### config.mk
export PLATFORM = sky130hd
export DESIGN_NAME = rgbk_emit
export DESIGN_NICKNAME = d
export VERILOG_FILES = /design/src/sv/rgbk_pkg.sv /design/src/sv/rgbk_emit.sv
export SDC_FILE = /design/constraint.sdc
export NUM_CORES = 1
export LEC_CHECK = 0
export BUFFER_PORTS_ARGS = -buffer_cell sky130_fd_sc_hd__buf_4
export CAP_MARGIN = 40
export CELL_PAD_IN_SITES_DETAIL_PLACEMENT = 1
export CELL_PAD_IN_SITES_GLOBAL_PLACEMENT = 1
export CORE_MARGIN = 2
export CORE_UTILIZATION = 41
export CTS_BUF_LIST = sky130_fd_sc_hd__clkbuf_4
export CTS_CLUSTER_DIAMETER = 30
export DETAILED_ROUTE_END_ITERATION = 12
export GPL_ROUTABILITY_DRIVEN = 0
export HOLD_SLACK_MARGIN = 0.06
export PLACE_DENSITY_LB_ADDON = 0.1
export SETUP_SLACK_MARGIN = 0.15
export SLEW_MARGIN = 10
export SYNTH_ARGS = -nofsm -noshare
export SYNTH_HDL_FRONTEND = slang
export SYNTH_SLANG_ARGS = --single-unit
### constraint.sdc
create_clock -name clock -period 4.66 [get_ports clock]
set_input_delay 1.165 -clock clock [delete_from_list [all_inputs] [get_ports clock]]
set_output_delay 1.165 -clock clock [all_outputs]
set_load 0.1 [all_outputs]
### src/sv/rgbk_pkg.sv
// Shared types, constants and helpers of the RGB 3x3 kernel filter.
`default_nettype none
package rgbk_pkg;

   localparam int MAX_WIDTH      = 1024;
   localparam int MAX_HEIGHT     = 1024;
   localparam int COEF_FRAC_BITS = 16;

   localparam int COL_W   = $clog2(MAX_WIDTH);
   localparam int ROW_W   = $clog2(MAX_HEIGHT);
   localparam int DIM_W   = 11;
   localparam int CMP_W   = 14;
   localparam int OUT_W   = 10;
   localparam int CH_W    = 8;
   localparam int PIX_W   = 3 * CH_W;
   localparam int TSUM_W  = 13;
   localparam int SCALE_W = COEF_FRAC_BITS + 1;
   localparam int PROD_W  = TSUM_W + SCALE_W + 1;
   localparam int CSR_W   = 3;

   localparam longint BOX_COEF =
      ((64'd111111 << COEF_FRAC_BITS) + 64'd500000) / 64'd1000000;

   typedef enum logic [2:0] {
      MODE_GAUSS     = 3'd0,
      MODE_BOX       = 3'd1,
      MODE_EDGE      = 3'd2,
      MODE_LAPLACIAN = 3'd3,
      MODE_EMBOSS    = 3'd4,
      MODE_MOTION    = 3'd5,
      MODE_SHARPEN   = 3'd6
   } mode_type;

   typedef enum logic [CSR_W-1:0] {
      CSR_FILTER_MODE   = 3'd0,
      CSR_IMAGE_HEIGHT  = 3'd1,
      CSR_IMAGE_WIDTH   = 3'd2,
      CSR_SEL_ROW_START = 3'd3,
      CSR_SEL_ROW_END   = 3'd4,
      CSR_SEL_COL_START = 3'd5,
      CSR_SEL_COL_END   = 3'd6
   } csr_index_type;

   typedef struct packed {
      logic [DIM_W-1:0] image_height;
      logic [DIM_W-1:0] image_width;
      logic [DIM_W-1:0] sel_row_start;
      logic [DIM_W-1:0] sel_row_end;
      logic [DIM_W-1:0] sel_col_start;
      logic [DIM_W-1:0] sel_col_end;
   } geom_type;

   typedef struct packed {
      logic [OUT_W-1:0] row;
      logic [OUT_W-1:0] col;
      logic [COL_W-1:0] col_idx;
      logic [OUT_W-1:0] ctr_row;
      logic [OUT_W-1:0] ctr_col;
      logic             cen;
      logic             sel;
      logic             bord;
   } pos_type;

   typedef struct packed {
      logic [OUT_W-1:0] ctr_row;
      logic [OUT_W-1:0] ctr_col;
      logic [PIX_W-1:0] ctr_px;
      logic [OUT_W-1:0] bord_row;
      logic [OUT_W-1:0] bord_col;
      logic [PIX_W-1:0] bord_px;
      logic             cen;
      logic             bord;
   } res_type;

   // Q-format weight that turns an integer tap sum into the exact sum.
   function automatic logic [SCALE_W-1:0] kernel_scale(input logic [2:0] mode);
      logic [SCALE_W-1:0] s;
      case (mode_type'(mode))
         MODE_GAUSS: s = SCALE_W'(1) << (COEF_FRAC_BITS - 4);
         MODE_BOX:   s = SCALE_W'(BOX_COEF);
         default:    s = SCALE_W'(1) << COEF_FRAC_BITS;
      endcase
      return s;
   endfunction

endpackage
`default_nettype wire

### src/sv/rgbk_emit.sv
// Result register that delivers an item's center result and then its border result, or whichever one it has.
`default_nettype none
module rgbk_emit
   import rgbk_pkg::*;
(
   input  wire logic             clock,
   input  wire logic             reset,
   input  wire logic             in_valid,
   input  wire res_type          in_res,
   output logic                  in_ready,
   output logic                  rsp_valid,
   input  wire logic             rsp_ready,
   output logic [OUT_W-1:0]      rsp_out_row,
   output logic [OUT_W-1:0]      rsp_out_col,
   output logic [CH_W-1:0]       rsp_out_red,
   output logic [CH_W-1:0]       rsp_out_green,
   output logic [CH_W-1:0]       rsp_out_blue,
   output logic                  rsp_last_of_run
);

   res_type    hold_ff;
   logic       cen_ff, cen_in;
   logic       bord_ff, bord_in;
   logic       load;
   logic [PIX_W-1:0] px;

   assign rsp_valid       = cen_ff | bord_ff;
   assign rsp_last_of_run = ~(cen_ff & bord_ff);
   assign in_ready        = ~rsp_valid | (rsp_ready & rsp_last_of_run);
   assign load            = in_valid & in_ready;

   assign rsp_out_row   = cen_ff ? hold_ff.ctr_row : hold_ff.bord_row;
   assign rsp_out_col   = cen_ff ? hold_ff.ctr_col : hold_ff.bord_col;
   assign px            = cen_ff ? hold_ff.ctr_px : hold_ff.bord_px;
   assign rsp_out_red   = px[2*CH_W +: CH_W];
   assign rsp_out_green = px[CH_W +: CH_W];
   assign rsp_out_blue  = px[0 +: CH_W];

   always_comb begin
      cen_in  = cen_ff;
      bord_in = bord_ff;
      if (load) begin
         cen_in  = in_res.cen;
         bord_in = in_res.bord;
      end else if (rsp_valid && rsp_ready) begin
         if (cen_ff) begin
            cen_in = 1'b0;
         end else begin
            bord_in = 1'b0;
         end
      end
   end

   always_ff @(posedge clock) begin
      if (reset) begin
         cen_ff  <= 1'b0;
         bord_ff <= 1'b0;
      end else begin
         cen_ff  <= cen_in;
         bord_ff <= bord_in;
      end
   end

   always_ff @(posedge clock) begin
      if (load) begin
         hold_ff <= in_res;
      end
   end

endmodule
`default_nettype wire

==> reports/metrics.yaml <==
ff2ff_path_depth: 4
ys_ff_latch: 90
use_met2: 0.2331
grt_max_degree: 47
drv_slew: 0
rows: 33
endpoint_kind: "output pin"
nNetsFinal: 394
powerDensity_nw_per_um2: 411.9
r2r_start: "cen_ff"
worst-endpoint-required_ps: 3490
cts.clk_slew.worst_paths_ps: 140
fillers: 797
viasPerCell: 4.663
critPathKind: "reg2out"
grt_usage: 0.1408
first_global_vias: 1937
syn_avg_cell_area_sq_um: 22.89
place_hpwl_um: 4734
irDropWorstVdd_v: 0.0001968
hold_path_end: "bord_ff"
synthCells: 151
hold_path.startpoint: "bord_ff"
die_area_sq_um: 9182
met3_usage: 0.06265
whs_path_depth: 2
post-cts-setup-buffer-count: 0
ios: 141
yosysTopAreaCellShare: 0.7644
layout_common_cells: "buf_4 (142), edfxtp_1 (88), mux2_4 (38)"
final_common_cell: "buf_4"
layout-drive-gt1-share: 0.6557
setup_viol: 0
wl_per_cell_um: 15.65
drt_pass1_iterations: 4
synth_area_leaders: "edfxtp_1 (76%), mux2_4 (17%), mux2_1 (2.0%), buf_8 (1.3%), dfxtp_1 (1.2%)"
period_share: 0.7485
maxCapViolations: 0
drc: 0
maxSlewHeadroom: 0.4779
antenna_found_initial: 0
overflow: 0
hold_class: "reg2reg"
start_kind: "register"
synth_nets: 245
core_area_sq_um: 8175
p_leak_uw: 0.001988
worstPathArrival_ps: 2320
busiest_layer: "met2"
status: "completed"
use_met1: 0.1531
cts.repair.resized: 0
vias: 1912
min_period_ps: 3488
root_buffer: "clkbuf_4"
tns_ps: 0
fin_worst_skew_ps: 13.75
clockBufferDepth: 2
cts_tree: "built"
wl_um: 6417
fmaxAchievable_mhz: 286.7
finalHoldViolCount: 0
ant_nets: 0
cts_num_sinks: 90
rsz0062_at_grt: "false"
syn_area_sq_um: 3457
rr_endpoint: "hold_ff[80]"
die_w_um: 95.83
synth_warnings: 0
antenna_cells: 0
htree_levels: 3
ctsHoldBuffers: 0
area_growth_pct: 38.87
whs_ps: 618.2
die_y_um: 95.83
grt_pass1_wl_um: 9294
path_max_fanout: 28
cts_buffers: 9
initial_core_util: 0.4229
tightest_slew_ps: 783.1
port_buffers: 140
synth_cell_types: 15
yosys.area.top_type: "edfxtp_1"
clk_latency_ps: 420
seq_area_frac_synth: 0.7760
first_iter_violations: 43
r2r_slack_ps: 2410
==> area by class of cell <==
| type | instances | area, sq um | area share |
|---|---|---|---|
| clock inverter | 5 | 103.9 | 0.02163 |
| tap | 105 | 131.4 | 0.02737 |
| timing repair buffer | 143 | 1086 | 0.2262 |
| sequential | 90 | 2684 | 0.5590 |
| clock buffer | 11 | 82.58 | 0.01720 |
| multi-input combinational | 56 | 713.2 | 0.1486 |
==> critical path, cell delays in order (launching register included) <==
cell     delay (ps)
dfxtp_2         860
buf_4           430
mux2_1          350
buf_4           230
==> where the power goes <==
group	internal, uW	leakage, uW	switching (uW)
sequential	950	0.000869	18.9
combinational	147	0.00102	332
clock	284	0.000101	246
==> cell usage after synthesis <==
cell and count:
mux2_4 38, nand2b_1 2, a21boi_1 1, nand2_1 2, mux2_1 6, a21o_1 1
or2_1 1, edfxtp_1 88, dfxtp_1 2, buf_6 2, buf_8 3, and2_1 1
a31oi_1 1, nor3_1 1, a21oi_1 2
==> routing by layer <==
| layer | wire, um | up-vias |
|---|---|---|
| li1 | - | 897 |
| met1 | 2281 | 922 |
| met2 | 3335 | 82 |
| met3 | 677 | 11 |
| met4 | 123 | 0 |
| met5 | 0 | - |
==> registers in the layout (all words and copies together) (netlist names) <==
name	count
hold_ff	88
bord_ff	1
cen_ff	1
==> metrics by stage <==
| step | worst slack [ps] | utilization | total power [uW] | cell area [sq um] | cells |
|---|---|---|---|---|---|
| 2_1_floorplan | 769.2 | - | 1344 | 3462 | 151 |
| 3_3_place_gp | 1594 | 0.5620 | 1462 | 4594 | 393 |
| 3_5_place_dp | 1590 | 0.5644 | 1472 | 4614 | 394 |
| 4_1_cts | 1088 | 0.5872 | 2004 | 4801 | 410 |
| 5_1_grt | 1005 | 0.5872 | 2050 | 4801 | 410 |
| 6_report | 1172 | 0.5872 | 1978 | 4801 | 410 |
==> cells by family (layout without fill, tap and decap cells) <==
kind of cell | Yosys count | count (layout) | synth area share
mux | 44 | 44 | 0.1846
flops | 90 | 90 | 0.7760
compound gates | 5 | 5 | 0.009051
buf+inv | 5 | 159 | 0.01954
simple gates | 7 | 7 | 0.01086
==> worst max-delay path by stage <==
stage,startpoint,endpoint,slack [ps],cells past startpoint
CTS,cen_ff,rsp_out_red[7],1090,3
global route,cen_ff,rsp_out_red[7],1000,3
finish,cen_ff,rsp_out_red[7],1170,3
floorplan,rsp_ready,hold_ff[10],770,3
detailed placement,cen_ff,rsp_out_red[7],1590,3
global placement,cen_ff,rsp_out_red[7],1590,3
Power figures use the tool's default switching activity.
