$ cat src/sv/rgbk_pkg.sv
// Shared types, constants and helpers of the RGB 3x3 kernel filter.
`default_nettype none
package rgbk_pkg;

   localparam int MAX_WIDTH      = 1024;
   localparam int MAX_HEIGHT     = 1024;
   localparam int COEF_FRAC_BITS = 16;

   localparam int COL_W   = $clog2(MAX_WIDTH);
   localparam int ROW_W   = $clog2(MAX_HEIGHT);
   localparam int DIM_W   = 11;
   localparam int CMP_W   = 14;
   localparam int OUT_W   = 10;
   localparam int CH_W    = 8;
   localparam int PIX_W   = 3 * CH_W;
   localparam int TSUM_W  = 13;
   localparam int SCALE_W = COEF_FRAC_BITS + 1;
   localparam int PROD_W  = TSUM_W + SCALE_W + 1;
   localparam int CSR_W   = 3;

   localparam longint BOX_COEF =
      ((64'd111111 << COEF_FRAC_BITS) + 64'd500000) / 64'd1000000;

   typedef enum logic [2:0] {
      MODE_GAUSS     = 3'd0,
      MODE_BOX       = 3'd1,
      MODE_EDGE      = 3'd2,
      MODE_LAPLACIAN = 3'd3,
      MODE_EMBOSS    = 3'd4,
      MODE_MOTION    = 3'd5,
      MODE_SHARPEN   = 3'd6
   } mode_type;

   typedef enum logic [CSR_W-1:0] {
      CSR_FILTER_MODE   = 3'd0,
      CSR_IMAGE_HEIGHT  = 3'd1,
      CSR_IMAGE_WIDTH   = 3'd2,
      CSR_SEL_ROW_START = 3'd3,
      CSR_SEL_ROW_END   = 3'd4,
      CSR_SEL_COL_START = 3'd5,
      CSR_SEL_COL_END   = 3'd6
   } csr_index_type;

   typedef struct packed {
      logic [DIM_W-1:0] image_height;
      logic [DIM_W-1:0] image_width;
      logic [DIM_W-1:0] sel_row_start;
      logic [DIM_W-1:0] sel_row_end;
      logic [DIM_W-1:0] sel_col_start;
      logic [DIM_W-1:0] sel_col_end;
   } geom_type;

   typedef struct packed {
      logic [OUT_W-1:0] row;
      logic [OUT_W-1:0] col;
      logic [COL_W-1:0] col_idx;
      logic [OUT_W-1:0] ctr_row;
      logic [OUT_W-1:0] ctr_col;
      logic             cen;
      logic             sel;
      logic             bord;
   } pos_type;

   typedef struct packed {
      logic [OUT_W-1:0] ctr_row;
      logic [OUT_W-1:0] ctr_col;
      logic [PIX_W-1:0] ctr_px;
      logic [OUT_W-1:0] bord_row;
      logic [OUT_W-1:0] bord_col;
      logic [PIX_W-1:0] bord_px;
      logic             cen;
      logic             bord;
   } res_type;

   // Q-format weight that turns an integer tap sum into the exact sum.
   function automatic logic [SCALE_W-1:0] kernel_scale(input logic [2:0] mode);
      logic [SCALE_W-1:0] s;
      case (mode_type'(mode))
         MODE_GAUSS: s = SCALE_W'(1) << (COEF_FRAC_BITS - 4);
         MODE_BOX:   s = SCALE_W'(BOX_COEF);
         default:    s = SCALE_W'(1) << COEF_FRAC_BITS;
      endcase
      return s;
   endfunction

endpackage
`default_nettype wire

$ cat src/sv/rgbk_scale_clamp.sv
// Coefficient scaling, round half up and clamp to 0..255 for one channel.
`default_nettype none
module rgbk_scale_clamp
   import rgbk_pkg::*;
(
   input  wire logic signed [TSUM_W-1:0] tsum,
   input  wire logic [SCALE_W-1:0]       scale,
   output logic [CH_W-1:0]               value
);

   localparam logic signed [PROD_W-1:0] HALF = PROD_W'(1) <<< (COEF_FRAC_BITS - 1);
   localparam logic signed [PROD_W-1:0] TOP  = PROD_W'((1 << CH_W) - 1);

   logic signed [PROD_W-1:0] prod, rnd, q;

   always_comb begin
      prod = PROD_W'(tsum) * PROD_W'($signed({1'b0, scale}));
      rnd  = prod + HALF;
      q    = rnd >>> COEF_FRAC_BITS;
      if (rnd < 0) begin
         value = '0;
      end else if (q > TOP) begin
         value = '1;
      end else begin
         value = CH_W'(q);
      end
   end

endmodule
`default_nettype wire

$ cat config.mk
export PLATFORM = sky130hd
export DESIGN_NAME = rgbk_scale_clamp
export DESIGN_NICKNAME = d
export VERILOG_FILES = /design/src/sv/rgbk_pkg.sv /design/src/sv/rgbk_scale_clamp.sv
export SDC_FILE = /design/constraint.sdc
export NUM_CORES = 1
export LEC_CHECK = 0
export BUFFER_PORTS_ARGS = -buffer_cell sky130_fd_sc_hd__buf_2
export CAP_MARGIN = 20
export CORE_ASPECT_RATIO = 0.6
export CORE_MARGIN = 2
export CORE_UTILIZATION = 50
export DETAILED_ROUTE_END_ITERATION = 6
export MAX_ROUTING_LAYER = met4
export PLACE_DENSITY = 0.72
export REMOVE_ABC_BUFFERS = 1
export SLEW_MARGIN = 15
export SYNTH_ARGS = -nofsm -noshare
export SYNTH_HDL_FRONTEND = slang
export SYNTH_SLANG_ARGS = --single-unit
$ cat constraint.sdc
create_clock -name vclk -period 7.49
set_input_delay 1.1235 -clock vclk [all_inputs]
set_output_delay 1.1235 -clock vclk [all_outputs]
set_load 0.02 [all_outputs]
==> metrics.csv, run 1 <==
stage,metric,value,unit
route,vias,5633,
yosys,ys_top_cells_by_area,"fa_1 (45%), ha_1 (17%), inv_1 (8.9%), and2_1 (7.7%), nand2_1 (6.2%)",
setup_path,path_cells,buf_6 > and2_4 > fa_1 > inv_1 > fa_1 > inv_1 > fa_1 > fa_1 > fa_1 > fa_1 > ha_4 > and4_4 > o2111ai_2 > o21ba_4 > o21ai_4 > a21o_1 > a2111oi_4 > nand4_4 > o21a_1 > buf_6,
layout,design.seq.count,0,
die,num_rows,34,
setup_path,path_buf_inv,4,
global_routing,grt_pass1_vias,5785,
layout,n_antenna_cell,0,
yosys,synth_top_area_frac,0.4519,
route,antenna_left,0,
layout,layout.area.seq,0,µm²
yosys,yosys_warnings,0,
setup_path,cp_max_fo,14,
global_routing,antenna_found_initial,0,
timing,fin_crit,7.864,ns
setup_path,crit_top_cell,fa_1,
timing,setup_violations,8,
timing,finalHoldViolations,0,
timing,max-slew-margin-rel,0.6329,
setup_path,slowest_delay,0.59,ns
die,die_area,0.01554,mm²
setup_path,arrival,6.74,ns
placement,hpwl,15.91,mm
yosys,syn_area,0.007264,mm²
yosys,yosysMostFrequentCell,inv_1,
layout,clock_buffers,0,
placement,port-buffer-count,38,
route,drt_wl_total,17.99,mm
route,first_pass_iters,5,
placement,place_area,0.008243,mm²
outcome,status,"complete, but fails checks",
timing,rsz0062_at_grt,true,
timing,fin_ws,-0.3737,ns
setup_path,path_delay_family,adder cells,
layout,num-fill-cells,1203,
setup_path,critPathKind,input pin to primary output,
clocking,cts_hold_repair.buffers,0,
timing,fmax,127.2,MHz
die,start_util,0.5067,
setup_path,crit_required,6.37,ns
layout,nets,1207,
global_routing,grt_overflow,0,
die,io-pin-count,38,
layout,syn2layout_area_growth,17.90,%
yosys,ys_types,40,
setup_path,endpoint_kind,primary output,
layout,final_area,0.008564,mm²
setup_path,slowest_stage,fa_1,
global_routing,track_usage,0.2515,
die,dieWidth,159.6,µm
layout,drive_gt1_frac,0.1888,
yosys,postSynthCellCount,816,
placement,place_congestion,0.9113,
timing,worst_slew_pin_slew,0.5468,ns
setup_path,startpoint_type,input pin,
run,maxCapViolations,0,
route,post_drt_wl_per_cell,16.22,µm
die,core,0.01434,mm²
route,drt_iter0_drc,396,
yosys,yosysSeqAreaShare,0,
global_routing,grt_pass1_wl,30.29,mm
yosys,syn_avg_cell_area,8.903,µm²
yosys,yosys.area.top_type,fa_1,
timing,fin_crit_sh,1.050,
timing,whs,3.537,ns
die,die_h,97.37,µm
min_path,hold_class,input pin to primary output,
outcome,violations,negative setup slack,
timing,finalMaxSlewViolations,0,
yosys,synth_commonest_cells,"inv_1 (172), fa_1 (164), nand2_1 (120)",
route,via_per_inst,5.079,
route,drc,0,
global_routing,grt_max_degree,15,
cells by family after synthesis:
logic type / count (synthesis) / share of synthesized area
AOI/OAI and AO/OA: 82 / 0.07647
xor gates and xnor gates: 14 / 0.01791
adders and majority gates: 264 / 0.6242
buffers and inverters: 204 / 0.1054
muxes: 1 / 0.001378
and+or+nand+nor: 251 / 0.1746
worst paths after layout:
path,endpoint,from,cells after the start,slack (ns)
max,value[7],tsum[3],20,-0.37
min,value[0],tsum[0],8,3.54
routing by layer:
| metal | wire length [µm] | GRT usage |
|---|---|---|
| met5 | 0 | - |
| met4 | 0 | 0.002098 |
| met3 | 2194 | 0.09518 |
| met2 | 6783 | 0.3107 |
| met1 | 9014 | 0.4031 |
stage by stage:
| step | setup slack [ns] | setup TNS, ns | util | instances |
|---|---|---|---|---|
| final | -0.3737 | -2.916 | 0.5974 | 1109 |
| after floorplan | 0.1150 | 0 | - | 784 |
| after detailed placement | -0.4667 | -3.703 | 0.5750 | 1108 |
| after global placement | -0.4278 | -3.418 | 0.5750 | 1108 |
| after global routing | -0.5434 | -4.199 | 0.5974 | 1109 |
| after CTS | -0.3747 | -2.977 | 0.5857 | 1109 |
what timing repair did:
item | in CTS | in global routing
setup endpoints to repair | 8 | 8
buffers inserted | 1 | 0
pin swaps | 29 | 42
hold endpoints to repair | 0 | 0
resized for setup | 42 | 58
area by class of cell:
class	instances	area [µm²]	share of cell area
inverters	172	645.6	0.07538
multi-input cells	612	6665	0.7782
well taps	198	247.7	0.02893
repair buffers	127	1006	0.1175
cells in the final DEF (no fill, tap or decap), types with 3 or more instances in the layout:
cell	netlist	final
inv_1	172	170
fa_1	164	150
nand2_1	120	118
ha_1	100	95
buf_4	0	92
and2_1	89	80
a21oi_1	21	18
buf_6	0	18
o21ai_0	16	14
fa_2	0	14
o21a_1	12	12
buf_2	0	12
nor2b_1	11	11
nand2b_1	10	10
and2_4	0	9
a21o_1	9	9
xnor2_1	7	7
a211oi_1	6	6
xor2_1	6	6
nand4_1	5	5
nor2_1	5	5
o21bai_1	4	4
ha_4	0	4
nand2_2	1	3
a21oi_2	0	3
nand3_1	3	3
clkbuf_4	0	3
tightest hold or removal path, delay by kind of cell:
| family | cells | cell delay, ns |
|---|---|---|
| buf+inv | 3 | 0.49 |
| fa+ha+maj | 2 | 0.36 |
| compound gates | 1 | 0.17 |
| simple gates | 1 | 0.19 |
| xor+xnor | 1 | 0.07 |
Power of run 1 is not shown: default switching activity piles up to over one toggle a cycle in this logic, so the estimate is an artifact.
==> inputs of run 2 (changes only) <==
--- a/config.mk
+++ b/config.mk
@@ -6,15 +6,15 @@
 export NUM_CORES = 1
 export LEC_CHECK = 0
 export BUFFER_PORTS_ARGS = -buffer_cell sky130_fd_sc_hd__buf_2
-export CAP_MARGIN = 20
+export CAP_MARGIN = 10
 export CORE_ASPECT_RATIO = 0.6
 export CORE_MARGIN = 2
 export CORE_UTILIZATION = 50
 export DETAILED_ROUTE_END_ITERATION = 6
 export MAX_ROUTING_LAYER = met4
 export PLACE_DENSITY = 0.72
-export REMOVE_ABC_BUFFERS = 1
 export SLEW_MARGIN = 15
 export SYNTH_ARGS = -nofsm -noshare
 export SYNTH_HDL_FRONTEND = slang
 export SYNTH_SLANG_ARGS = --single-unit
+export TNS_END_PERCENT = 20
==> run 2 against run 1 <==
The flow still finishes with violations (negative setup slack). Die area unchanged. Via count rose by 2.9%. Maximum frequency rose by 0.51%. First-iteration DRC count down 26%.
==> metrics.csv, run 2 (synthesis gave the netlist of run 1 again) <==
stage,metric,value,unit
setup_path,path_cells,buf_12 > and2_4 > fa_1 > inv_2 > fa_1 > inv_1 > fa_1 > fa_1 > fa_1 > fa_1 > ha_4 > nand4_1 > buf_4 > a2111oi_2 > o21ai_1 > o21ai_2 > a31oi_1 > xor2_1 > nand4_4 > o21a_4 > buf_6,
global_routing,grt_pass1_wl,28.73,mm
setup_path,path_delay_family,adder cells,
global_routing,track_usage,0.2337,
route,first_pass_iters,4,
route,wl_met2,7.417,mm
die,io-pin-count,38,
placement,hpwl,15.34,mm
setup_path,cp_max_fo,8,
global_routing,grt_max_degree,13,
route,post_drt_wl_per_cell,15.39,µm
timing,whs,3.734,ns
setup_path,arrival,6.70,ns
route,drt_wl_total,17.37,mm
timing,fin_crit_sh,1.045,
timing,fin_ws,-0.3336,ns
placement,port-buffer-count,38,
setup_path,critPathKind,input pin to primary output,
timing,fin_crit,7.824,ns
setup_path,slowest_delay,0.55,ns
route,vias,5799,
global_routing,antenna_found_initial,0,
setup_path,endpoint_kind,primary output,
layout,mostFrequentLayoutCells,"inv_1 (169), fa_1 (154), nand2_1 (119), buf_4 (106), ha_1 (94)",
timing,worst_slew_pin_slew,0.5412,ns
die,die_area,0.01554,mm²
layout,final_common_cell,inv_1,
global_routing,grt_overflow,0,
timing,finalHoldViolations,0,
die,start_util,0.5067,
global_routing,grt_pass1_vias,5834,
layout,n_antenna_cell,0,
die,num_rows,34,
setup_path,slowest_stage,fa_1,
layout,nets,1227,
yosys,synthesis.nets,1110,
die,dieWidth,159.6,µm
route,top_layer,met4,
layout,clock_buffers,0,
placement,place_congestion,0.9290,
route,via_per_inst,5.136,
route,drt_iter0_drc,294,
run,maxCapViolations,0,
placement,place_area,0.008473,mm²
layout,num-fill-cells,1182,
min_path,hold_class,input pin to primary output,
setup_path,path_buf_inv,5,
setup_path,crit_required,6.37,ns
setup_path,startpoint_type,input pin,
outcome,violations,negative setup slack,
outcome,status,"complete, but fails checks",
layout,final_area,0.008925,mm²
timing,finalSetupTns,-2.646,ns
layout,syn2layout_area_growth,22.86,%
layout,drive_gt1_frac,0.2159,
timing,rsz0062_at_grt,true,
die,die_h,97.37,µm
die,core,0.01434,mm²
timing,setup_violations,8,
route,wl_met1,8.824,mm
layout,layout.area.seq,0,µm²
setup_path,crit_top_cell,fa_1,
timing,fmax,127.8,MHz
timing,finalMaxSlewViolations,0,
route,drc,0,
route,antenna_left,0,
timing,max-slew-margin-rel,0.6366,
layout,design.seq.count,0,
route,wl_met3,1.071,mm
run 2: layer usage:
layer / track usage / vias to the layer above
li1: - / 2716
met1: 0.3674 / 2913
met2: 0.3420 / 164
met3: 0.02390 / 6
met4: 0.01399 / 0
met5: - / -
run 2: path summary, 6_finish.rpt:
check | from | end | slack (ns) | depth (start not counted)
worst max-delay path | scale[12] | value[6] | -0.33 | 21
worst min-delay path | tsum[1] | value[4] | 3.73 | 10
run 2: through the flow:
stage / util / instances / worst slack, ns
final: 0.6225 / 1129 / -0.3336
after global routing: 0.6225 / 1129 / -0.5506
after CTS: 0.6054 / 1123 / -0.4067
after detailed placement: 0.5910 / 1119 / -0.4692
after global placement: 0.5910 / 1119 / -0.3287
after floorplan: - / 816 / 0.01728
run 2: cell type report:
class	count	area, µm²	share of cell area
repair buffers	147	1261	0.1413
well taps	198	247.7	0.02776
inverters	172	645.6	0.07234
multi-input cells	612	6770	0.7586
run 2: what timing repair did:
| item | CTS | global route |
|---|---|---|
| setup endpoints to repair | 8 | 8 |
| pin swaps | 27 | 40 |
| resized for setup | 56 | 42 |
| setup buffers | 4 | 4 |
| cloned | 0 | 2 |
| hold buffers | 0 | 0 |
Power of run 2 is left out for the same reason.
