<file path="src/sv/rgbk_pkg.sv">
// Shared types, constants and helpers of the RGB 3x3 kernel filter.
`default_nettype none
package rgbk_pkg;

   localparam int MAX_WIDTH      = 1024;
   localparam int MAX_HEIGHT     = 1024;
   localparam int COEF_FRAC_BITS = 16;

   localparam int COL_W   = $clog2(MAX_WIDTH);
   localparam int ROW_W   = $clog2(MAX_HEIGHT);
   localparam int DIM_W   = 11;
   localparam int CMP_W   = 14;
   localparam int OUT_W   = 10;
   localparam int CH_W    = 8;
   localparam int PIX_W   = 3 * CH_W;
   localparam int TSUM_W  = 13;
   localparam int SCALE_W = COEF_FRAC_BITS + 1;
   localparam int PROD_W  = TSUM_W + SCALE_W + 1;
   localparam int CSR_W   = 3;

   localparam longint BOX_COEF =
      ((64'd111111 << COEF_FRAC_BITS) + 64'd500000) / 64'd1000000;

   typedef enum logic [2:0] {
      MODE_GAUSS     = 3'd0,
      MODE_BOX       = 3'd1,
      MODE_EDGE      = 3'd2,
      MODE_LAPLACIAN = 3'd3,
      MODE_EMBOSS    = 3'd4,
      MODE_MOTION    = 3'd5,
      MODE_SHARPEN   = 3'd6
   } mode_type;

   typedef enum logic [CSR_W-1:0] {
      CSR_FILTER_MODE   = 3'd0,
      CSR_IMAGE_HEIGHT  = 3'd1,
      CSR_IMAGE_WIDTH   = 3'd2,
      CSR_SEL_ROW_START = 3'd3,
      CSR_SEL_ROW_END   = 3'd4,
      CSR_SEL_COL_START = 3'd5,
      CSR_SEL_COL_END   = 3'd6
   } csr_index_type;

   typedef struct packed {
      logic [DIM_W-1:0] image_height;
      logic [DIM_W-1:0] image_width;
      logic [DIM_W-1:0] sel_row_start;
      logic [DIM_W-1:0] sel_row_end;
      logic [DIM_W-1:0] sel_col_start;
      logic [DIM_W-1:0] sel_col_end;
   } geom_type;

   typedef struct packed {
      logic [OUT_W-1:0] row;
      logic [OUT_W-1:0] col;
      logic [COL_W-1:0] col_idx;
      logic [OUT_W-1:0] ctr_row;
      logic [OUT_W-1:0] ctr_col;
      logic             cen;
      logic             sel;
      logic             bord;
   } pos_type;

   typedef struct packed {
      logic [OUT_W-1:0] ctr_row;
      logic [OUT_W-1:0] ctr_col;
      logic [PIX_W-1:0] ctr_px;
      logic [OUT_W-1:0] bord_row;
      logic [OUT_W-1:0] bord_col;
      logic [PIX_W-1:0] bord_px;
      logic             cen;
      logic             bord;
   } res_type;

   // Q-format weight that turns an integer tap sum into the exact sum.
   function automatic logic [SCALE_W-1:0] kernel_scale(input logic [2:0] mode);
      logic [SCALE_W-1:0] s;
      case (mode_type'(mode))
         MODE_GAUSS: s = SCALE_W'(1) << (COEF_FRAC_BITS - 4);
         MODE_BOX:   s = SCALE_W'(BOX_COEF);
         default:    s = SCALE_W'(1) << COEF_FRAC_BITS;
      endcase
      return s;
   endfunction

endpackage
`default_nettype wire

</file>
<file path="src/sv/rgbk_tap_sum.sv">
// Integer tap sum of one color channel over the 3x3 window.
`default_nettype none
module rgbk_tap_sum
   import rgbk_pkg::*;
(
   input  wire logic [CH_W-1:0]           taps [9],
   input  wire logic [2:0]                mode,
   output logic signed [TSUM_W-1:0]       tsum
);

   logic signed [TSUM_W-1:0] p [9];

   always_comb begin
      for (int i = 0; i < 9; i++) begin
         p[i] = $signed(TSUM_W'(taps[i]));
      end
      case (mode_type'(mode))
         MODE_GAUSS:
            tsum = p[0] + (p[1] <<< 1) + p[2] + (p[3] <<< 1) + (p[4] <<< 2) +
                   (p[5] <<< 1) + p[6] + (p[7] <<< 1) + p[8];
         MODE_BOX:
            tsum = p[0] + p[1] + p[2] + p[3] + p[4] + p[5] + p[6] + p[7] + p[8];
         MODE_EDGE:
            tsum = (p[4] <<< 3) - (p[0] + p[1] + p[2] + p[3] + p[5] + p[6] + p[7] + p[8]);
         MODE_LAPLACIAN:
            tsum = p[1] + p[3] + (p[4] <<< 2) + p[5] + p[7];
         MODE_EMBOSS:
            tsum = p[1] - p[3] + p[5] - p[7];
         MODE_MOTION:
            tsum = p[0] + p[1] + p[2] - p[6] - p[7] - p[8];
         default:
            tsum = (p[4] <<< 2) + p[4] - p[1] - p[3] - p[5] - p[7];
      endcase
   end

endmodule
`default_nettype wire

</file>
<file path="config.mk">
export PLATFORM = sky130hd
export DESIGN_NAME = rgbk_tap_sum
export DESIGN_NICKNAME = d
export VERILOG_FILES = /design/src/sv/rgbk_pkg.sv /design/src/sv/rgbk_tap_sum.sv
export SDC_FILE = /design/constraint.sdc
export NUM_CORES = 1
export LEC_CHECK = 0
export BUFFER_PORTS_ARGS = -buffer_cell sky130_fd_sc_hd__buf_4
export CAP_MARGIN = 40
export CORE_ASPECT_RATIO = 1.1
export CORE_UTILIZATION = 45
export DETAILED_ROUTE_END_ITERATION = 8
export MAX_ROUTING_LAYER = met4
export PLACE_DENSITY_LB_ADDON = 0.08
export SYNTH_ARGS = -nofsm -noshare
export SYNTH_HDL_FRONTEND = slang
export SYNTH_SLANG_ARGS = --single-unit
</file>
<file path="constraint.sdc">
create_clock -name vclk -period 8.3
set_clock_uncertainty 0.2 [all_clocks]
set_input_delay 0.415 -clock vclk [all_inputs]
set_output_delay 0.415 -clock vclk [all_outputs]
set_load 0.01 [all_outputs]
</file>
==> flow_metrics.py, run 1 <==
metrics = {
    "sta": {
        "final_hold_viol_count": 0,
        "slew_headroom": 0.394,
        "unrepaired_setup_endpoints_after_global_routing": "false",
        "fin_tns_setup_ps": 0,
        "max_slew.worst_pin.slew_ps": 902,
        "slew_viol_final": 0,
        "period_minus_slack_ps": 7700,
        "finalSetupViolCount": 0,
        "min_period_over_period": 0.928,
        "fmaxAchievable_mhz": 130,
    },
    "layout": {
        "area.sequential_sq_um": 0,
        "nFillCells": 1966,
        "design.seq.count": 0,
        "area_growth_pct": 10.1,
        "finalInstanceArea_sq_mm": 0.0102,
        "layout-drive-gt1-share": 0.0950,
        "layout_commonest_cell": "sky130_fd_sc_hd__inv_1",
        "num-nets-final": 1494,
        "commonest_cells_after_routing_fill_and_taps_aside": "sky130_fd_sc_hd__inv_1 (201), sky130_fd_sc_hd__fa_1 (188), sky130_fd_sc_hd__ha_1 (134)",
        "clock_buffers": 0,
        "diodes": 0,
    },
    "grt": {
        "grt_overall_usage": 0.284,
        "antenna_found_initial": 0,
        "first_global_vias": 7556,
        "gr-total-overflow": 0,
        "grt_pass1_wl_microns": 43800,
        "maximum_number_of_pins_on_one_net_before_global_route_repair": 34,
    },
    "drt": {
        "drtAntennaViolNets": 0,
        "drc_errors": 7,
        "drt-initial-drc-count": 375,
        "post_drt_wl_per_cell_microns": 20.9,
        "vias": 7319,
        "drt_via_density": 5.43,
        "first_pass_iters": 7,
        "routed_wire_length_microns": 28100,
    },
    "yosys": {
        "synthesis.instances": 1017,
        "postSynthNetCount": 1414,
        "ys_warn_count": 0,
        "synth_cell_type_count": 60,
        "seq_area_frac_synth": 0,
        "synth.cell_area_sq_mm": 0.00930,
        "post_synth.cell_area_avg_sq_um": 9.15,
    },
    "min_path": {
        "hold_path.class": "in -> out",
    },
    "floorplanning": {
        "die_area_sq_mm": 0.0213,
        "die_width_microns": 139,
        "die_h_microns": 153,
        "placement_rows": 54,
        "floorplan.io_pins": 88,
        "initial_core_util": 0.464,
        "floorplan.core_area_sq_mm": 0.0201,
    },
    "cts": {
        "cts_repair_resize_count": 0,
        "post_cts_hold_buffer_count": 0,
        "post_cts.repair.setup_buffers": 0,
    },
    "setup_path": {
        "max_stage_delay_ps": 540,
        "startpoint_type": "input port",
        "setup.worst_path.end_class": "output pin",
        "worst-setup-path-type": "in -> out",
        "crit_fanout": 5,
        "crit_required_ps": 7690,
        "cp_slowest_cell": "sky130_fd_sc_hd__fa_1",
        "arrival_ps": 7090,
        "critical_path.most_common_cell": "sky130_fd_sc_hd__inv_1",
    },
    "place": {
        "io_buffer_count": 88,
        "gpl.final_weighted_congestion": 0.956,
        "placed_cell_area_sq_mm": 0.0102,
        "dp.final_hpwl_microns": 25700,
    },
    "outcome": {
        "violations": "DRC",
        "status": "complete, but fails checks",
    },
    "job": {
        "cap_violations": 0,
    },
}
[through the flow]
step	utilization	instances	hold WS, ps	setup WS, ps
2_1_floorplan	-	1017	917	1550
3_3_place_gp	0.510	1347	1110	744
3_5_place_dp	0.510	1347	1100	684
4_1_cts	0.510	1347	1110	623
5_1_grt	0.510	1347	1150	105
6_report	0.510	1347	1110	598
[critical path: cells and delay by family]
kind | cells | cell delay, ps
XOR/XNOR | 1 | 200
adder cells (fa/ha/maj) | 8 | 3250
AO/OA/AOI/OAI | 11 | 1990
buffers and inverters | 8 | 700
AND/OR/NAND/NOR | 1 | 510
[cell type report]
type                            instances  area (sq um)  area share
Inverter                              201           754      0.0737
Multi-Input combinational cell        806          8510       0.831
Tap cell                              252           315      0.0308
Timing Repair Buffer                   88           661      0.0645
[cell usage after synthesis (9+ instances only)]
library cell / instances / share of area
sky130_fd_sc_hd__inv_1: 201 / 0.081
sky130_fd_sc_hd__fa_1: 188 / 0.40
sky130_fd_sc_hd__ha_1: 134 / 0.18
sky130_fd_sc_hd__a21oi_1: 59 / 0.032
sky130_fd_sc_hd__nor2_1: 53 / 0.021
sky130_fd_sc_hd__xnor2_1: 49 / 0.046
sky130_fd_sc_hd__o21ai_0: 47 / 0.025
sky130_fd_sc_hd__nand2_1: 44 / 0.018
sky130_fd_sc_hd__xor2_1: 24 / 0.023
sky130_fd_sc_hd__a21o_1: 20 / 0.016
sky130_fd_sc_hd__nor3_1: 18 / 0.0097
sky130_fd_sc_hd__o21bai_1: 13 / 0.010
sky130_fd_sc_hd__nand2b_1: 12 / 0.0081
sky130_fd_sc_hd__a211oi_1: 11 / 0.0089
sky130_fd_sc_hd__nor2b_1: 11 / 0.0074
sky130_fd_sc_hd__o21a_1: 10 / 0.0081
sky130_fd_sc_hd__a31oi_1: 9 / 0.0061
sky130_fd_sc_hd__nand3_1: 9 / 0.0048
[cell families after synthesis]
group | count (synthesis) | synth area share
buf+inv | 211 | 0.0851
mux | 4 | 0.00444
fa+ha+maj | 322 | 0.585
compound gates | 232 | 0.166
simple gates | 175 | 0.0905
xor+xnor | 73 | 0.0687
[path summary, 6_finish.rpt]
check | startpoint | end | depth (start not counted)
setup / recovery | taps[57] | tsum[11] | 29
hold / removal | mode[0] | tsum[1] | 4
[per-layer routing]
metal | global-route usage | part of all wire | routed length, microns | up-vias
met5 | - | 0 | 0 | -
li1 | - | - | - | 3542
met4 | 0.0852 | 0.036 | 1020 | 0
met2 | 0.513 | 0.52 | 14700 | 161
met3 | 0.00440 | 0.023 | 656 | 28
met1 | 0.346 | 0.42 | 11700 | 3588
Power of run 1 is not shown: default switching activity piles up to over one toggle a cycle in this logic, so the estimate is an artifact.
==> inputs of run 2 (changes only) <==
--- a/config.mk
+++ b/config.mk
@@ -5,10 +5,11 @@
 export SDC_FILE = /design/constraint.sdc
 export NUM_CORES = 1
 export LEC_CHECK = 0
+export ABC_CLOCK_PERIOD_IN_PS = 8300
 export BUFFER_PORTS_ARGS = -buffer_cell sky130_fd_sc_hd__buf_4
 export CAP_MARGIN = 40
 export CORE_ASPECT_RATIO = 1.1
-export CORE_UTILIZATION = 45
+export CORE_UTILIZATION = 40
 export DETAILED_ROUTE_END_ITERATION = 8
 export MAX_ROUTING_LAYER = met4
 export PLACE_DENSITY_LB_ADDON = 0.08
==> run 2 against run 1 <==
Effect of this change: flip-flop and latch count unchanged; cell count increased by 3.6%; first-iteration DRC count rose by 16%; final area increased by 0.63%; worst hold slack better by 12 ps; via count increased by 0.33%; utilization is 6.0 points lower; the flow now finishes without violations; sequential share of layout area did not move.
==> flow_metrics.py, run 2 (same netlist as run 1, synthesis figures left out) <==
metrics = {
    "sta": {
        "finalSetupViolCount": 0,
        "slew_headroom": 0.462,
        "period_minus_slack_ps": 7710,
        "fmaxAchievable_mhz": 130,
        "final_hold_viol_count": 0,
        "fin_tns_setup_ps": 0,
        "unrepaired_setup_endpoints_after_global_routing": "false",
        "min_period_over_period": 0.929,
        "slew_viol_final": 0,
        "max_slew.worst_pin.slew_ps": 799,
    },
    "setup_path": {
        "cp_slowest_cell": "sky130_fd_sc_hd__fa_1",
        "worst-setup-path-type": "in -> out",
        "setup.worst_path.end_class": "output pin",
        "arrival_ps": 7100,
        "startpoint_type": "input port",
        "max_stage_delay_ps": 540,
        "critical_path.most_common_cell": "sky130_fd_sc_hd__inv_1",
        "crit_fanout": 5,
        "timing.critical_path.max_delay_family": "adder cells",
        "crit_required_ps": 7690,
        "critical_path.n_buffers_inverters": 8,
    },
    "cts": {
        "cts_repair_resize_count": 0,
        "post_cts.repair.setup_buffers": 0,
        "post_cts_hold_buffer_count": 0,
    },
    "outcome": {
        "status": "complete, no violations",
    },
    "layout": {
        "area.sequential_sq_um": 0,
        "num-nets-final": 1495,
        "layout_commonest_cell": "sky130_fd_sc_hd__inv_1",
        "commonest_cells_after_routing_fill_and_taps_aside": "sky130_fd_sc_hd__inv_1 (201), sky130_fd_sc_hd__fa_1 (188), sky130_fd_sc_hd__ha_1 (134)",
        "utilization": 0.451,
        "diodes": 0,
        "area_growth_pct": 10.8,
        "design.seq.count": 0,
        "layout-drive-gt1-share": 0.0958,
        "clock_buffers": 0,
    },
    "floorplanning": {
        "initial_core_util": 0.407,
        "die_area_sq_mm": 0.0239,
        "die_width_microns": 147,
        "floorplan.io_pins": 88,
        "placement_rows": 58,
        "floorplan.core_area_sq_mm": 0.0229,
        "die_h_microns": 162,
    },
    "drt": {
        "drtAntennaViolNets": 0,
        "drt_via_density": 5.26,
        "vias": 7343,
        "drc_errors": 0,
        "routed_wire_length_microns": 29700,
        "drt-initial-drc-count": 434,
        "post_drt_wl_per_cell_microns": 21.3,
        "first_pass_iters": 5,
    },
    "min_path": {
        "hold_path.class": "in -> out",
    },
    "place": {
        "io_buffer_count": 88,
        "dp.final_hpwl_microns": 27500,
        "gpl.final_weighted_congestion": 0.940,
    },
    "job": {
        "cap_violations": 0,
    },
    "grt": {
        "grt_overall_usage": 0.267,
        "maximum_number_of_pins_on_one_net_before_global_route_repair": 34,
        "first_global_vias": 7608,
        "antenna_found_initial": 0,
        "grt_pass1_wl_microns": 45800,
        "gr-total-overflow": 0,
    },
}
run 2: cell types whose count changed in the layout (fill, tap and decap cells not counted):
cell	delta
sky130_fd_sc_hd__buf_2	+1
run 2: area by class of cell:
type	instances	area [sq um]
fill	2317	12600
multi-input combinational	806	8510
inverter	201	754
timing repair buffer	89	666
tap	300	375
run 2: routing by layer:
layer,vias to the layer above,wire length [microns],global-route usage
li1,3544,-,-
met1,3604,12300,0.326
met2,175,15900,0.491
met3,20,809,0.00927
met4,0,680,0.0501
met5,-,0,-
run 2: metrics by stage:
step	instances	setup WS, ps	area, sq um	hold slack (ps)
after global routing	1396	69.4	10300	1150
after detailed placement	1396	613	10300	1120
after floorplan	1017	1550	9300	917
after CTS	1396	580	10300	1110
after global placement	1395	678	10300	1110
final	1396	587	10300	1120
run 2: worst paths after layout:
check             slack, ps  cells past startpoint       end  startpoint
setup / recovery        590                     28  tsum[11]    taps[57]
hold / removal         1120                      4   tsum[1]     mode[0]
Power of run 2 is left out for the same reason.
==> inputs of run 3 (changes only) <==
--- a/config.mk
+++ b/config.mk
@@ -7,7 +7,7 @@
 export LEC_CHECK = 0
 export ABC_CLOCK_PERIOD_IN_PS = 8300
 export BUFFER_PORTS_ARGS = -buffer_cell sky130_fd_sc_hd__buf_4
-export CAP_MARGIN = 40
+export CAP_MARGIN = 20
 export CORE_ASPECT_RATIO = 1.1
 export CORE_UTILIZATION = 40
 export DETAILED_ROUTE_END_ITERATION = 8
==> constraint.sdc (replaced) <==
create_clock -name vclk -period 8.3
set_clock_uncertainty 0.2 [all_clocks]
set_input_delay 1.66 -clock vclk [all_inputs]
set_output_delay 1.66 -clock vclk [all_outputs]
set_load 0.01 [all_outputs]
==> run 3 against run 2 <==
Effect of this change: the run now ends with setup timing left; cell count grew 10%; global-route usage increased by 0.18 points; worst hold slack improved by 2500 ps; critical path depth shrank 2; sequential share of layout area unchanged; critical path type unchanged.
==> flow_metrics.py, run 3 (same netlist as run 1, synthesis figures left out) <==
metrics = {
    "outcome": {
        "status": "complete, but fails checks",
        "violations": "setup timing",
    },
    "layout": {
        "layout_commonest_cell": "sky130_fd_sc_hd__buf_4",
        "utilization": 0.524,
        "num-nets-final": 1637,
        "clock_buffers": 0,
        "layout-drive-gt1-share": 0.271,
        "area.sequential_sq_um": 0,
        "nFillCells": 2207,
        "design.seq.count": 0,
        "diodes": 0,
        "area_growth_pct": 28.7,
        "multiInputGateArea_sq_mm": 0.00906,
        "commonest_cells_after_routing_fill_and_taps_aside": "sky130_fd_sc_hd__buf_4 (222), sky130_fd_sc_hd__inv_1 (185), sky130_fd_sc_hd__fa_1 (185)",
    },
    "setup_path": {
        "startpoint_type": "input port",
        "critical_path.n_buffers_inverters": 7,
        "max_stage_delay_ps": 520,
        "setup.worst_path.end_class": "output pin",
        "crit_fanout": 3,
        "critical_path_depth": 26,
        "cp_slowest_cell": "sky130_fd_sc_hd__fa_1",
        "worst-setup-path-type": "in -> out",
        "timing.critical_path.max_delay_family": "adder cells",
        "arrival_ps": 7650,
        "crit_required_ps": 6440,
    },
    "drt": {
        "routed_wire_length_microns": 29600,
        "post_drt_wl_per_cell_microns": 19.2,
        "vias": 7841,
        "drtAntennaViolNets": 0,
        "drt-initial-drc-count": 395,
        "drc_errors": 0,
        "first_pass_iters": 7,
        "drt_via_density": 5.10,
    },
    "sta": {
        "slew_viol_final": 0,
        "final_hold_viol_count": 0,
        "period_minus_slack_ps": 9510,
        "fmaxAchievable_mhz": 105,
        "min_period_over_period": 1.15,
        "slew_headroom": 0.296,
        "finalSetupViolCount": 10,
        "final.setup.worst_slack_ps": -1210,
        "unrepaired_setup_endpoints_after_global_routing": "true",
        "max_slew.worst_pin.slew_ps": 1050,
    },
    "floorplanning": {
        "die_width_microns": 147,
        "floorplan.io_pins": 88,
        "placement_rows": 58,
        "floorplan.core_area_sq_mm": 0.0229,
        "initial_core_util": 0.407,
        "die_area_sq_mm": 0.0239,
        "die_h_microns": 162,
    },
    "min_path": {
        "min_delay_path_depth": 4,
        "worst_hold_startpoint": "mode[0]",
        "hold_path.class": "in -> out",
        "end_point_of_the_most_critical_hold_path": "tsum[1]",
    },
    "grt": {
        "grt_overall_usage": 0.269,
        "maximum_number_of_pins_on_one_net_before_global_route_repair": 34,
        "antenna_found_initial": 0,
        "first_global_vias": 8462,
        "gr-total-overflow": 0,
        "grt_pass1_wl_microns": 46900,
    },
    "job": {
        "cap_violations": 0,
    },
    "place": {
        "gpl.final_weighted_congestion": 0.932,
        "preCtsSetupSlack_ps": -1420,
        "dp.final_hpwl_microns": 26500,
        "io_buffer_count": 88,
    },
    "cts": {
        "post_cts_hold_buffer_count": 0,
    },
}
run 3: cell types whose count changed in the layout (fill, tap and decap cells not counted), sizes merged:
| cell | change |
|---|---|
| buf | +142 |
run 3: worst max-delay path by stage:
stage / start / slack, ps / endpoint
after CTS: taps[65] / -1250 / tsum[11]
after floorplan: taps[65] / -760 / tsum[11]
after global routing: taps[57] / -1470 / tsum[11]
final: taps[50] / -1210 / tsum[11]
after detailed placement: taps[65] / -1420 / tsum[11]
after global placement: taps[65] / -1460 / tsum[11]
run 3: final cells by class:
cell class,instances,share of cell area
timing repair buffer,231,0.148
multi-input combinational,806,0.756
inverter,201,0.0640
tap,300,0.0313
run 3: layer usage:
layer	global-route usage	share of wire
met2	0.491	0.52
met3	0.00562	0.027
met4	0.0623	0.033
met1	0.329	0.43
met5	-	0
run 3: repair_timing:
| item | 4_1_cts | 5_1_grt |
|---|---|---|
| setup buffers | 4 | 9 |
| pin swaps | 54 | 62 |
| setup endpoints to repair | 10 | 10 |
| resized for setup | 47 | 57 |
run 3: per-stage QoR:
stage / cell area [sq um] / hold WS [ps] / std cells / setup TNS [ps]
final: 12000 / 3630 / 1538 / -8390
after global routing: 12000 / 3680 / 1538 / -10760
after CTS: 11700 / 3630 / 1531 / -9470
after detailed placement: 11400 / 3620 / 1527 / -10300
after global placement: 11400 / 3630 / 1527 / -10190
after floorplan: 9390 / 3400 / 1017 / -2860
Power of run 3 is left out for the same reason.
